$ cat src/hw/rtl/assert_macros.svh
// assertion macros used by the list controller
`ifndef ASSERT_MACROS_SVH
`define ASSERT_MACROS_SVH

// same-cycle implication, sampled on clock, off during reset
`define ASSERT_NOW(label, ante, cons, msg) \
   label: assert property (@(posedge clock) disable iff (reset) (ante) |-> (cons)) \
      else $error(msg);

// next-cycle implication, sampled on clock, off during reset
`define ASSERT_NEXT(label, ante, cons, msg) \
   label: assert property (@(posedge clock) disable iff (reset) (ante) |=> (cons)) \
      else $error(msg);

`endif

$ cat src/hw/rtl/ilir_pkg.sv
// shared types and constants of the indexed list block
package ilir_pkg;

   // defaults for the top level parameters
   localparam int DEPTH_DEF = 16;
   localparam int WIDTH_DEF = 32;

   // fixed port field widths
   localparam int CMD_W    = 3;
   localparam int POS_W    = 8;
   localparam int WORD_W   = 32;
   localparam int STATUS_W = 2;

   // command codes
   typedef enum logic [CMD_W-1:0] {
      CMD_PUSH   = 3'd0,
      CMD_POP    = 3'd1,
      CMD_SET    = 3'd2,
      CMD_INSERT = 3'd3,
      CMD_GET    = 3'd4,
      CMD_REMOVE = 3'd5
   } cmd_type;

   // result status codes
   typedef enum logic [STATUS_W-1:0] {
      ST_OK    = 2'd0,
      ST_FULL  = 2'd1,
      ST_EMPTY = 2'd2,
      ST_OOB   = 2'd3
   } status_type;

   // what every cell does at each clock edge
   typedef enum logic [1:0] {
      CELL_HOLD,
      CELL_LOAD,
      CELL_INSERT,
      CELL_REMOVE
   } cell_op_type;

   // broadcast from the controller to the row of cells
   typedef struct packed {
      cell_op_type        op;
      logic [POS_W-1:0]   target;
   } cell_cmd_type;

endpackage

$ cat src/hw/rtl/ilir_cell.sv
// one storage cell of the list row, shifts with its neighbors
module ilir_cell #(
   parameter int WIDTH = ilir_pkg::WIDTH_DEF,
   parameter int INDEX = 0
) (
   input  logic                  clock,
   input  ilir_pkg::cell_cmd_type cmd,
   input  logic [WIDTH-1:0]      word_load,
   input  logic [WIDTH-1:0]      left_word,
   input  logic [WIDTH-1:0]      right_word,
   output logic [WIDTH-1:0]      value
);
   import ilir_pkg::*;

   localparam logic [POS_W-1:0] MY_INDEX = POS_W'(INDEX);

   logic [WIDTH-1:0] value_ff;
   logic [WIDTH-1:0] value_in;

   // pick the next value from the broadcast command
   always_comb begin
      value_in = value_ff;
      case (cmd.op)
         CELL_LOAD: begin
            if (MY_INDEX == cmd.target) value_in = word_load;
         end
         CELL_INSERT: begin
            if (MY_INDEX > cmd.target) value_in = left_word;
            else if (MY_INDEX == cmd.target) value_in = word_load;
         end
         CELL_REMOVE: begin
            if (MY_INDEX >= cmd.target) value_in = right_word;
         end
         default: begin
            value_in = value_ff;
         end
      endcase
   end

   // payload register, no reset
   always_ff @(posedge clock) begin
      value_ff <= value_in;
   end

   assign value = value_ff;

endmodule

$ cat src/hw/rtl/ilir_ctrl.sv
// command decode, live count and result registers of the list
module ilir_ctrl #(
   parameter int DEPTH = ilir_pkg::DEPTH_DEF,
   parameter int WIDTH = ilir_pkg::WIDTH_DEF,
   localparam int CW   = $clog2(DEPTH + 1),
   localparam int IDXW = $clog2(DEPTH)
) (
   input  logic                          clock,
   input  logic                          reset,
   input  logic                          start,
   output logic                          busy,
   input  logic [ilir_pkg::CMD_W-1:0]    req_cmd,
   input  logic [ilir_pkg::POS_W-1:0]    req_position,
   input  logic [ilir_pkg::WORD_W-1:0]   req_word_in,
   output ilir_pkg::cell_cmd_type        cell_cmd,
   output logic [WIDTH-1:0]              cell_word,
   output logic [IDXW-1:0]               rd_index,
   input  logic [WIDTH-1:0]              rd_word,
   output logic                          rsp_strobe,
   output logic [ilir_pkg::STATUS_W-1:0] rsp_status,
   output logic [ilir_pkg::WORD_W-1:0]   rsp_word_out,
   output logic [CW-1:0]                 rsp_count
);
   import ilir_pkg::*;

   `include "assert_macros.svh"

   localparam int CMPW = (CW > POS_W) ? CW : POS_W;
   localparam logic [CW-1:0] FULL_COUNT = CW'(DEPTH);

   logic              busy_ff;
   logic [CW-1:0]     count_ff;
   logic [CW-1:0]     count_in;
   logic              strobe_ff;
   status_type        status_ff;
   status_type        status_in;
   logic [WORD_W-1:0] word_ff;
   logic [WORD_W-1:0] word_out_in;
   logic              fire;
   logic              is_full;
   logic              is_empty;
   logic              rd_hit;
   logic [CMPW-1:0]   pos_ext;
   logic [CMPW-1:0]   cnt_ext;

   assign busy     = busy_ff | reset;
   assign fire     = start & ~busy;
   assign is_full  = (count_ff == FULL_COUNT);
   assign is_empty = (count_ff == '0);
   assign pos_ext  = CMPW'(req_position);
   assign cnt_ext  = CMPW'(count_ff);
   assign cell_word = WIDTH'(req_word_in);

   // decode the command against the live count
   always_comb begin
      count_in    = count_ff;
      status_in   = ST_OK;
      rd_hit      = 1'b0;
      rd_index    = IDXW'(req_position);
      cell_cmd.op     = CELL_HOLD;
      cell_cmd.target = req_position;
      case (cmd_type'(req_cmd))
         CMD_PUSH: begin
            if (is_full) begin
               status_in = ST_FULL;
            end else begin
               cell_cmd.op     = CELL_LOAD;
               cell_cmd.target = POS_W'(count_ff);
               count_in        = count_ff + 1'b1;
            end
         end
         CMD_POP: begin
            rd_index = IDXW'(count_ff - 1'b1);
            if (is_empty) begin
               status_in = ST_EMPTY;
            end else begin
               rd_hit   = 1'b1;
               count_in = count_ff - 1'b1;
            end
         end
         CMD_SET: begin
            if (pos_ext >= cnt_ext) status_in = ST_OOB;
            else cell_cmd.op = CELL_LOAD;
         end
         CMD_INSERT: begin
            if (pos_ext > cnt_ext) begin
               status_in = ST_OOB;
            end else if (is_full) begin
               status_in = ST_FULL;
            end else begin
               cell_cmd.op = CELL_INSERT;
               count_in    = count_ff + 1'b1;
            end
         end
         CMD_GET: begin
            if (pos_ext >= cnt_ext) status_in = ST_OOB;
            else rd_hit = 1'b1;
         end
         CMD_REMOVE: begin
            if (pos_ext >= cnt_ext) begin
               status_in = ST_OOB;
            end else begin
               cell_cmd.op = CELL_REMOVE;
               count_in    = count_ff - 1'b1;
            end
         end
         default: begin
            status_in = ST_OK;
         end
      endcase
      if (!fire) begin
         cell_cmd.op = CELL_HOLD;
         count_in    = count_ff;
      end
      word_out_in = rd_hit ? WORD_W'(rd_word) : '0;
   end

   // control state
   always_ff @(posedge clock) begin
      if (reset) begin
         busy_ff   <= 1'b1;
         count_ff  <= '0;
         strobe_ff <= 1'b0;
      end else begin
         busy_ff   <= 1'b0;
         count_ff  <= count_in;
         strobe_ff <= fire;
      end
   end

   // result payload
   always_ff @(posedge clock) begin
      if (fire) begin
         status_ff <= status_in;
         word_ff   <= word_out_in;
      end
   end

   assign rsp_strobe   = strobe_ff;
   assign rsp_status   = status_ff;
   assign rsp_word_out = word_ff;
   assign rsp_count    = count_ff;

   `ASSERT_NOW(a_count_bound, 1'b1, count_ff <= FULL_COUNT, "live count above depth")
   `ASSERT_NEXT(a_strobe_follows, fire, strobe_ff, "accepted word gave no result")
   `ASSERT_NEXT(a_count_stable, !fire, $stable(count_ff), "count moved without a command")
   `ASSERT_NEXT(a_pop_count, fire && req_cmd == CMD_POP && !is_empty,
      count_ff == CW'($past(count_ff) - 1'b1), "pop did not lower the count")

endmodule

$ cat src/hw/rtl/indexed_list_insert_remove_top.sv
// top level of the indexed list with insert and remove
//
// Ordered list of up to DEPTH words held in a row of cells, with a live count.
// Commands: push, pop, set, insert, get, remove on req_cmd, with req_position
// and req_word_in. A command is taken at a clock edge where start is high and
// busy is low. busy is high only during reset and the cycle after it.
// Every command gives exactly one result on the cycle after it was taken:
// rsp_strobe is high for that one cycle with rsp_status, rsp_word_out and
// rsp_count (count after the command). The receiver cannot stall; results
// are simply presented for one cycle.
// Throughput is one command per cycle while busy is low; every cell updates
// from itself or a neighbor at the same clock edge, so insert and remove
// shift the whole row at once; a read picks one cell through a DEPTH-way mux.
// Reset clears the live count and the result strobe; the cell contents are
// left as they are, and are only read after being written again.
module indexed_list_insert_remove_top #(
   parameter int DEPTH = ilir_pkg::DEPTH_DEF,
   parameter int WIDTH = ilir_pkg::WIDTH_DEF,
   localparam int CW   = $clog2(DEPTH + 1)
) (
   input  logic                          clock,
   input  logic                          reset,
   input  logic                          start,
   output logic                          busy,
   input  logic [ilir_pkg::CMD_W-1:0]    req_cmd,
   input  logic [ilir_pkg::POS_W-1:0]    req_position,
   input  logic [ilir_pkg::WORD_W-1:0]   req_word_in,
   output logic                          rsp_strobe,
   output logic [ilir_pkg::STATUS_W-1:0] rsp_status,
   output logic [ilir_pkg::WORD_W-1:0]   rsp_word_out,
   output logic [CW-1:0]                 rsp_count
);
   import ilir_pkg::*;

   localparam int IDXW = $clog2(DEPTH);

   cell_cmd_type     cell_cmd;
   logic [WIDTH-1:0] cell_word;
   logic [IDXW-1:0]  rd_index;
   logic [WIDTH-1:0] rd_word;
   logic [WIDTH-1:0] cell_value [DEPTH];

   // decode and result registers
   ilir_ctrl #(
      .DEPTH(DEPTH),
      .WIDTH(WIDTH)
   ) u_ctrl (
      .clock        (clock),
      .reset        (reset),
      .start        (start),
      .busy         (busy),
      .req_cmd      (req_cmd),
      .req_position (req_position),
      .req_word_in  (req_word_in),
      .cell_cmd     (cell_cmd),
      .cell_word    (cell_word),
      .rd_index     (rd_index),
      .rd_word      (rd_word),
      .rsp_strobe   (rsp_strobe),
      .rsp_status   (rsp_status),
      .rsp_word_out (rsp_word_out),
      .rsp_count    (rsp_count)
   );

   // row of cells wired to their neighbors, cell_word at the left end
   for (genvar i = 0; i < DEPTH; i++) begin : g_cell
      logic [WIDTH-1:0] left_word;
      logic [WIDTH-1:0] right_word;

      if (i == 0) begin : g_first
         assign left_word = cell_word;
      end else begin : g_inner_l
         assign left_word = cell_value[i-1];
      end

      if (i == DEPTH - 1) begin : g_last
         assign right_word = cell_value[i];
      end else begin : g_inner_r
         assign right_word = cell_value[i+1];
      end

      ilir_cell #(
         .WIDTH(WIDTH),
         .INDEX(i)
      ) u_cell (
         .clock      (clock),
         .cmd        (cell_cmd),
         .word_load  (cell_word),
         .left_word  (left_word),
         .right_word (right_word),
         .value      (cell_value[i])
      );
   end

   // read select for get and pop
   assign rd_word = cell_value[rd_index];

endmodule

$ cat config.mk
export PLATFORM = sky130hd
export DESIGN_NAME = indexed_list_insert_remove_top
export DESIGN_NICKNAME = d
export VERILOG_FILES = /design/src/hw/rtl/ilir_pkg.sv /design/src/hw/rtl/ilir_cell.sv /design/src/hw/rtl/ilir_ctrl.sv /design/src/hw/rtl/indexed_list_insert_remove_top.sv
export VERILOG_INCLUDE_DIRS = /design/src /design/src/hw/rtl
export SDC_FILE = /design/constraint.sdc
export NUM_CORES = 2
export LEC_CHECK = 0
export BUFFER_PORTS_ARGS = -buffer_cell sky130_fd_sc_hd__buf_2
export CORE_AREA = 4 4 302 304
export DETAILED_ROUTE_END_ITERATION = 10
export DIE_AREA = 0 0 306 308
export HOLD_SLACK_MARGIN = 0.1
export MAX_ROUTING_LAYER = met4
export PLACE_DENSITY_LB_ADDON = 0.25
export SLEW_MARGIN = 10
export SYNTH_ARGS = -nofsm -noshare
export SYNTH_HDL_FRONTEND = slang
export SYNTH_SLANG_ARGS = --single-unit
$ cat constraint.sdc
create_clock -name clock -period 5.4 [get_ports clock]
set_input_delay 0.27 -clock clock [delete_from_list [all_inputs] [get_ports clock]]
set_output_delay 0.27 -clock clock [all_outputs]
set_load 0.01 [all_outputs]
**Word-level counts from Yosys, hierarchy flattened**

Cells that the tools add are included.

- Register bits after elaboration: 553
- Bits of input ports: 46
- Word-level logic and storage cells: 215

- $add $sub $neg: 2
- Order comparisons: 34
- Eq/ne operators: 42
- Muxes and demuxes: 89
- Bitwise logic cells: 4
- Reductions and logical operators: 23

Operators by type and width:

| operator | count |
|---|---|
| $mux 32 | 49 |
| $pmux 32 s3 | 15 |
| $bmux 32 s4 | 1 |
| $eq 4x8->1 const A | 8 |
| $gt 4x8->1 const A | 8 |
| $pmux 32 s2 | 1 |
| $ge 4x8->1 const A | 7 |
| $eq 3x8->1 const A | 4 |
| $ge 3x8->1 const A | 4 |
| $gt 3x8->1 const A | 4 |
| $ne 2x1->1 const B | 15 |
| $reduce_and 2->1 | 15 |
| $mux 5 | 4 |
| $pmux 5 s4 | 1 |
| $eq 2x8->1 const A | 2 |
| $ge 1x8->1 const A | 2 |
| $ge 2x8->1 const A | 2 |
| $gt 1x8->1 const A | 2 |
| $gt 2x8->1 const A | 2 |
| $pmux 2 s4 | 2 |
| $mux 2 | 7 |
| $mux 9 | 1 |
| $eq 1x8->1 const A | 1 |
| $ge 8x5->1 | 1 |
| other kinds (27) | 36 |

**Logic depth before layout (Yosys ltp)**

- Depth after elaboration: 8
- Gate-level depth with buffers: 19
- Gate-level depth less buffers: 14

**Modules after synthesis**

A second synthesis with hierarchy kept.

- Cells, all modules: 3126
- Area total of the unflattened synthesis: 37373.3 µm²

By module, submodules not included:

| module | instances | cells each | area each (µm²) | seq. area each (µm²) |
|---|---|---|---|---|
| indexed_list_insert_remove_top | 1 | 271 | 3728.6 | 0.0 |
| ilir_ctrl | 1 | 228 | 2389.8 | 1161.1 |
| ilir_cell at g_cell[14].u_cell | 1 | 190 | 2317.2 | 960.9 |
| ilir_cell at g_cell[8].u_cell | 1 | 254 | 2267.2 | 960.9 |
| ilir_cell at g_cell[13].u_cell | 1 | 155 | 2015.7 | 960.9 |
| ilir_cell at g_cell[10].u_cell | 1 | 155 | 1985.7 | 960.9 |
| ilir_cell at g_cell[2].u_cell | 1 | 154 | 1983.2 | 960.9 |
| ilir_cell at g_cell[12].u_cell | 1 | 153 | 1975.6 | 960.9 |
| ilir_cell at g_cell[3].u_cell | 1 | 153 | 1919.3 | 960.9 |
| ilir_cell at g_cell[7].u_cell | 1 | 152 | 1915.6 | 960.9 |
| ilir_cell at g_cell[11].u_cell | 1 | 154 | 1914.3 | 960.9 |
| ilir_cell at g_cell[5].u_cell | 1 | 155 | 1901.8 | 960.9 |
| ilir_cell at g_cell[15].u_cell | 1 | 151 | 1885.6 | 960.9 |
| ilir_cell at g_cell[4].u_cell | 1 | 153 | 1873.0 | 960.9 |
| +4 rows | - | - | - | - |

**Worst setup path before layout**

No wires, ideal clock.

- Path kind: input port to flip-flop
- Start: in reset
- End: reg g_cell[3].u_cell.value_ff[0] (enable)
- Library setup time: 432 ps
- Arrival: 4553 ps
- Slack: 415 ps
- Stages: 6
- Cells stage by stage: or2_2 -> nor2_1 -> nand2_1 -> ha_1 -> clkbuf_1 -> a21oi_1

- Cells in the longest elaborated chain, start to end: 7
- Elaborated cells between the ends (all ways): 10
- Those cells by class: 4 x eq/ne; 1 x mux; 3 x bitwise; 2 x reduce/logical

Ends and longest elaborated chain:

| element | RTL line | RTL |
|---|---|---|
| from (decl) | indexed_list_insert_remove_top.sv:22 | `input logic reset,` |
| $or 1x1->1 * | ilir_ctrl.sv:46 | `assign busy = busy_ff \| reset;` |
| $not 1->1 * | ilir_ctrl.sv:47 | `assign fire = start & ~busy;` |
| $and 1x1->1 * | ilir_ctrl.sv:47 |  |
| named net u_ctrl.fire | ilir_ctrl.sv:39 | `logic fire;` |
| $mux 2 * | ilir_ctrl.sv:111 | `if (!fire) begin` |
| $eq 2x2->1 / $eq 2x1->1 (equally long branches) | ilir_cell.sv:23 | `case (cmd.op)` |
| $ne 2x1->1 (no line) / $reduce_bool 3->1 (equally long branches) | - |  |
| $reduce_and 2->1 (no line) * | - |  |
| to (signal assigned) | ilir_cell.sv:42 | `value_ff <= value_in;` |
| to (decl) | ilir_cell.sv:17 | `logic [WIDTH-1:0] value_ff;` |

Mark *: on every way through the listed nets, which the timed path passes. The rest lies on a longest branch.
A chain may end at the register's enable or synchronous reset.

**Worst setup path in the final report**

- Start: reg u_ctrl.count_ff[3] (netlist: u_ctrl.rsp_count[3])
- End: reg g_cell[4].u_cell.value_ff[24], data pin

- Cells in the longest elaborated chain, start to end: 7
- Elaborated cells between the ends (all ways): 19
- Those cells by class: 3 x order compare; 5 x eq/ne; 11 x mux

Ends and longest elaborated chain:

| element | RTL line | RTL |
|---|---|---|
| from (decl) | ilir_ctrl.sv:32 | `logic [CW-1:0] count_ff;` |
| from (signal assigned) | ilir_ctrl.sv:126 | `count_ff <= count_in;` |
| parallel branches: the longest is 6 deep, another holds $ge 8x5->1 | - |  |
| $pmux 32 s3 * | ilir_cell.sv:23 |  |
| named net g_cell[4].u_cell.value_in[24] | ilir_cell.sv:18 | `logic [WIDTH-1:0] value_in;` |
| to (signal assigned) | ilir_cell.sv:42 |  |
| to (decl) | ilir_cell.sv:17 |  |

Mark *: on every way through the listed nets, which the timed path passes.

==> results.json <==
{
  "endpoint_kind": "register",
  "drtAntennaViolNets": 0,
  "crit_start": "u_ctrl.rsp_count[3]",
  "synthCells": 3036,
  "rows": 109,
  "clock_latency_ns": 0.60,
  "clock_skew_ns": 0.0243,
  "final.setup.tns_ns": 0,
  "htree_levels": 3,
  "clk_pin_slew_ns": 0.06,
  "vias_per_cell": 6.79,
  "fmax_mhz": 205,
  "syn_avg_cell_area_sq_um": 11.6,
  "setup_viol": 0,
  "fillers": 7976,
  "routed-via-count": 28300,
  "ioPinCount": 87,
  "cts-root-buf": "clkbuf_16",
  "fin_crit_sh_pct": 90.2,
  "cts_setup_buffers": 0,
  "wl_met2_um": 54600,
  "path_class": "reg -> reg",
  "floorplan.initialDensity_pct": 39.8,
  "cts_tree": "built",
  "crit_end": "g_cell[4].u_cell.value[24]",
  "cts_resized": 0,
  "die_h_um": 308,
  "cts_buffers": 66,
  "place_hpwl_um": 75700,
  "postLayoutCoreUtil_pct": 43.8,
  "required_ns": 5.73,
  "leakage_nw": 13.0,
  "antenna_found_initial": 5,
  "async_flop_share_pct": 0,
  "first_pass_iters": 6,
  "wl_met3_um": 11200,
  "wl_um": 120000,
  "die_area_sq_um": 94200,
  "crit_path_start_kind": "register",
  "worstMarginPinSlew_ns": 1.19,
  "worst-path-max-fanout": 27,
  "grt.total_usage_pct": 25.2,
  "layout.nets": 3014,
  "core_sq_um": 88200,
  "min_period_ns": 4.87,
  "synth_cell_type_count": 73,
  "port-buffer-count": 86,
  "wl_met1_um": 50500,
  "synth_edf_count": 546,
  "power_density_nw_per_um2": 250,
  "outcome": "complete, no violations",
  "syn_nets": 3093,
  "highest_layer": "met4",
  "yosys-top-cells-area": "edfxtp_1, mux2i_1, mux4_2, a22oi_1, o21ai_0",
  "drtIter0Drc": 3804,
  "hold_viol": 0,
  "max_slew_margin_pct": 20.7,
  "seq_area_sq_um": 16500,
  "ys_seq_area_share_pct": 47.1,
  "grt_start_max_net_pins": 206,
  "gp_congestion": 0.876,
  "grt_overflow": 0,
  "place_inst": 4052,
  "synthFlopType": "edfxtp_1",
  "finalNonFillerCells": 4165,
  "worstPathArrival_ns": 5.21,
  "wl_per_cell_um": 28.8,
  "r2r_slack_ns": 0.53,
  "yosys.area.top_type": "edfxtp_1",
  "multi_input_area_sq_um": 17300,
  "grt_setup_unrepaired": "false",
  "hold_path.class": "in -> reg",
  "ff2ff_path_depth": 13,
  "reg2reg_to": "g_cell[4].u_cell.value[24]",
  "slew_viol_final": 0,
  "synth_top_area_share_pct": 46.7,
  "grt_pass1_vias": 27300,
  "grt_pass1_wl_um": 180000,
  "cts_sinks": 553,
  "synth.most_common_cell": "edfxtp_1",
  "cts_buffer_depth": 3,
  "peakVddDrop_v": 0.000174,
  "area_growth_pct": 10.0,
  "ys_ff_latch": 553,
  "synth_commonest_cells": "edfxtp_1, mux2i_1, o21ai_0",
  "drv_cap": 0,
  "drc_errors": 0,
  "drive_gt1_share_pct": 15.4,
  "reg2reg_from": "u_ctrl.rsp_count[3]",
  "netlist_area_sq_um": 35100,
  "fp.dieW_um": 306,
  "synth_warnings": 0,
  "holdBufCountCts": 2
}
[layout by cell type (no fill, tap or decap), types with 11 or more instances in the layout]
cell type	count
inv_1	44
a21oi_1	78
edfxtp_1	546
clkbuf_16	68
mux4_2	128
nand3_1	45
nor2_1	87
buf_2	86
o221ai_1	32
a222oi_1	32
a221o_1	65
nand2_1	156
a21oi_4	14
buf_4	83
mux2i_1	448
o21ai_1	43
clkinv_1	12
clkbuf_1	14
a22o_1	32
o21ai_0	413
clkinv_2	11
a21o_1	35
a22oi_1	347
[worst max-delay path, cell delays in order (launching register included)]
cell and delay (ns):
dfxtp_1 0.53, inv_1 0.20, ha_1 0.36, a21o_1 0.18, a211oi_1 0.34, o21ai_0 0.31, o32ai_1 0.36, and3_1 0.29
ha_1 0.29, nor3b_1 0.36, nor2_1 0.13, o21ai_2 0.87, buf_4 0.28, o21ai_0 0.10
[area by class of cell]
class,instances,area share (%)
flip-flops and latches,553,42.8
repair buffers,180,3.25
clock inverters,25,0.392
diodes,4,0.0259
clock buffers,82,4.54
well taps,1165,3.77
multi-input cells,2111,44.8
inverters,45,0.437
[stage by stage]
| stage | power (mW) | setup WS, ns | area (sq um) | hold WS (ns) |
|---|---|---|---|---|
| final | 9.67 | 0.527 | 38600 | 0.160 |
| after global routing | 9.94 | 0.125 | 38600 | 0.199 |
| after CTS | 9.72 | 0.544 | 38600 | 0.120 |
| after detailed placement | 5.57 | 0.576 | 36700 | 0.486 |
| after global placement | 5.56 | 0.689 | 36700 | 0.468 |
| after floorplan | 5.30 | 0.415 | 35100 | 0.298 |
[flip-flops by register name (all words and copies together) (netlist names)]
name                 count
u_ctrl.rsp_status        2
u_ctrl.busy_ff           1
g_cell.u_cell.value    512
u_ctrl.rsp_strobe        1
u_ctrl.rsp_word_out     32
u_ctrl.rsp_count         5
[cell families (layout without fill, tap and decap cells)]
family                     after synthesis  in the layout  synth area share (%)
AOI/OAI and AO/OA                     1161           1161                  21.9
other                                    0              4                     0
DFF                                    553            553                  47.1
buffers and inverters                  372            332                  4.83
xor gates and xnor gates                 2              2                0.0499
adders and majority gates               11             11                 0.392
and+or+nand+nor                        360            360                  4.66
muxes                                  577            577                  21.0
[where the power goes]
part | internal, mW | leakage [nW] | switching [mW]
clock | 2.34 | 0.940 | 1.83
sequential | 4.71 | 4.99 | 0.0373
combinational | 0.282 | 7.04 | 0.475
total | 7.33 | 13.0 | 2.34
[how the worst min path moves through the flow]
stage / startpoint / cells after the start / slack [ns] / end
floorplan: reset / 0 / 0.30 / u_ctrl.busy_ff
global placement: reset / 1 / 0.47 / u_ctrl.busy_ff
detailed placement: reset / 1 / 0.49 / u_ctrl.busy_ff
CTS: req_cmd[1] / 2 / 0.12 / u_ctrl.rsp_status[0]
global route: req_cmd[1] / 2 / 0.20 / u_ctrl.rsp_status[0]
finish: req_cmd[1] / 2 / 0.16 / u_ctrl.rsp_status[0]
[metal layers]
metal | vias to the layer above | GRT usage (%)
met5 | - | -
met4 | 0 | 8.41
met3 | 239 | 4.01
met2 | 1685 | 38.3
met1 | 14300 | 34.7
li1 | 12100 | -
Note: power is estimated with default switching activity, not from simulation.
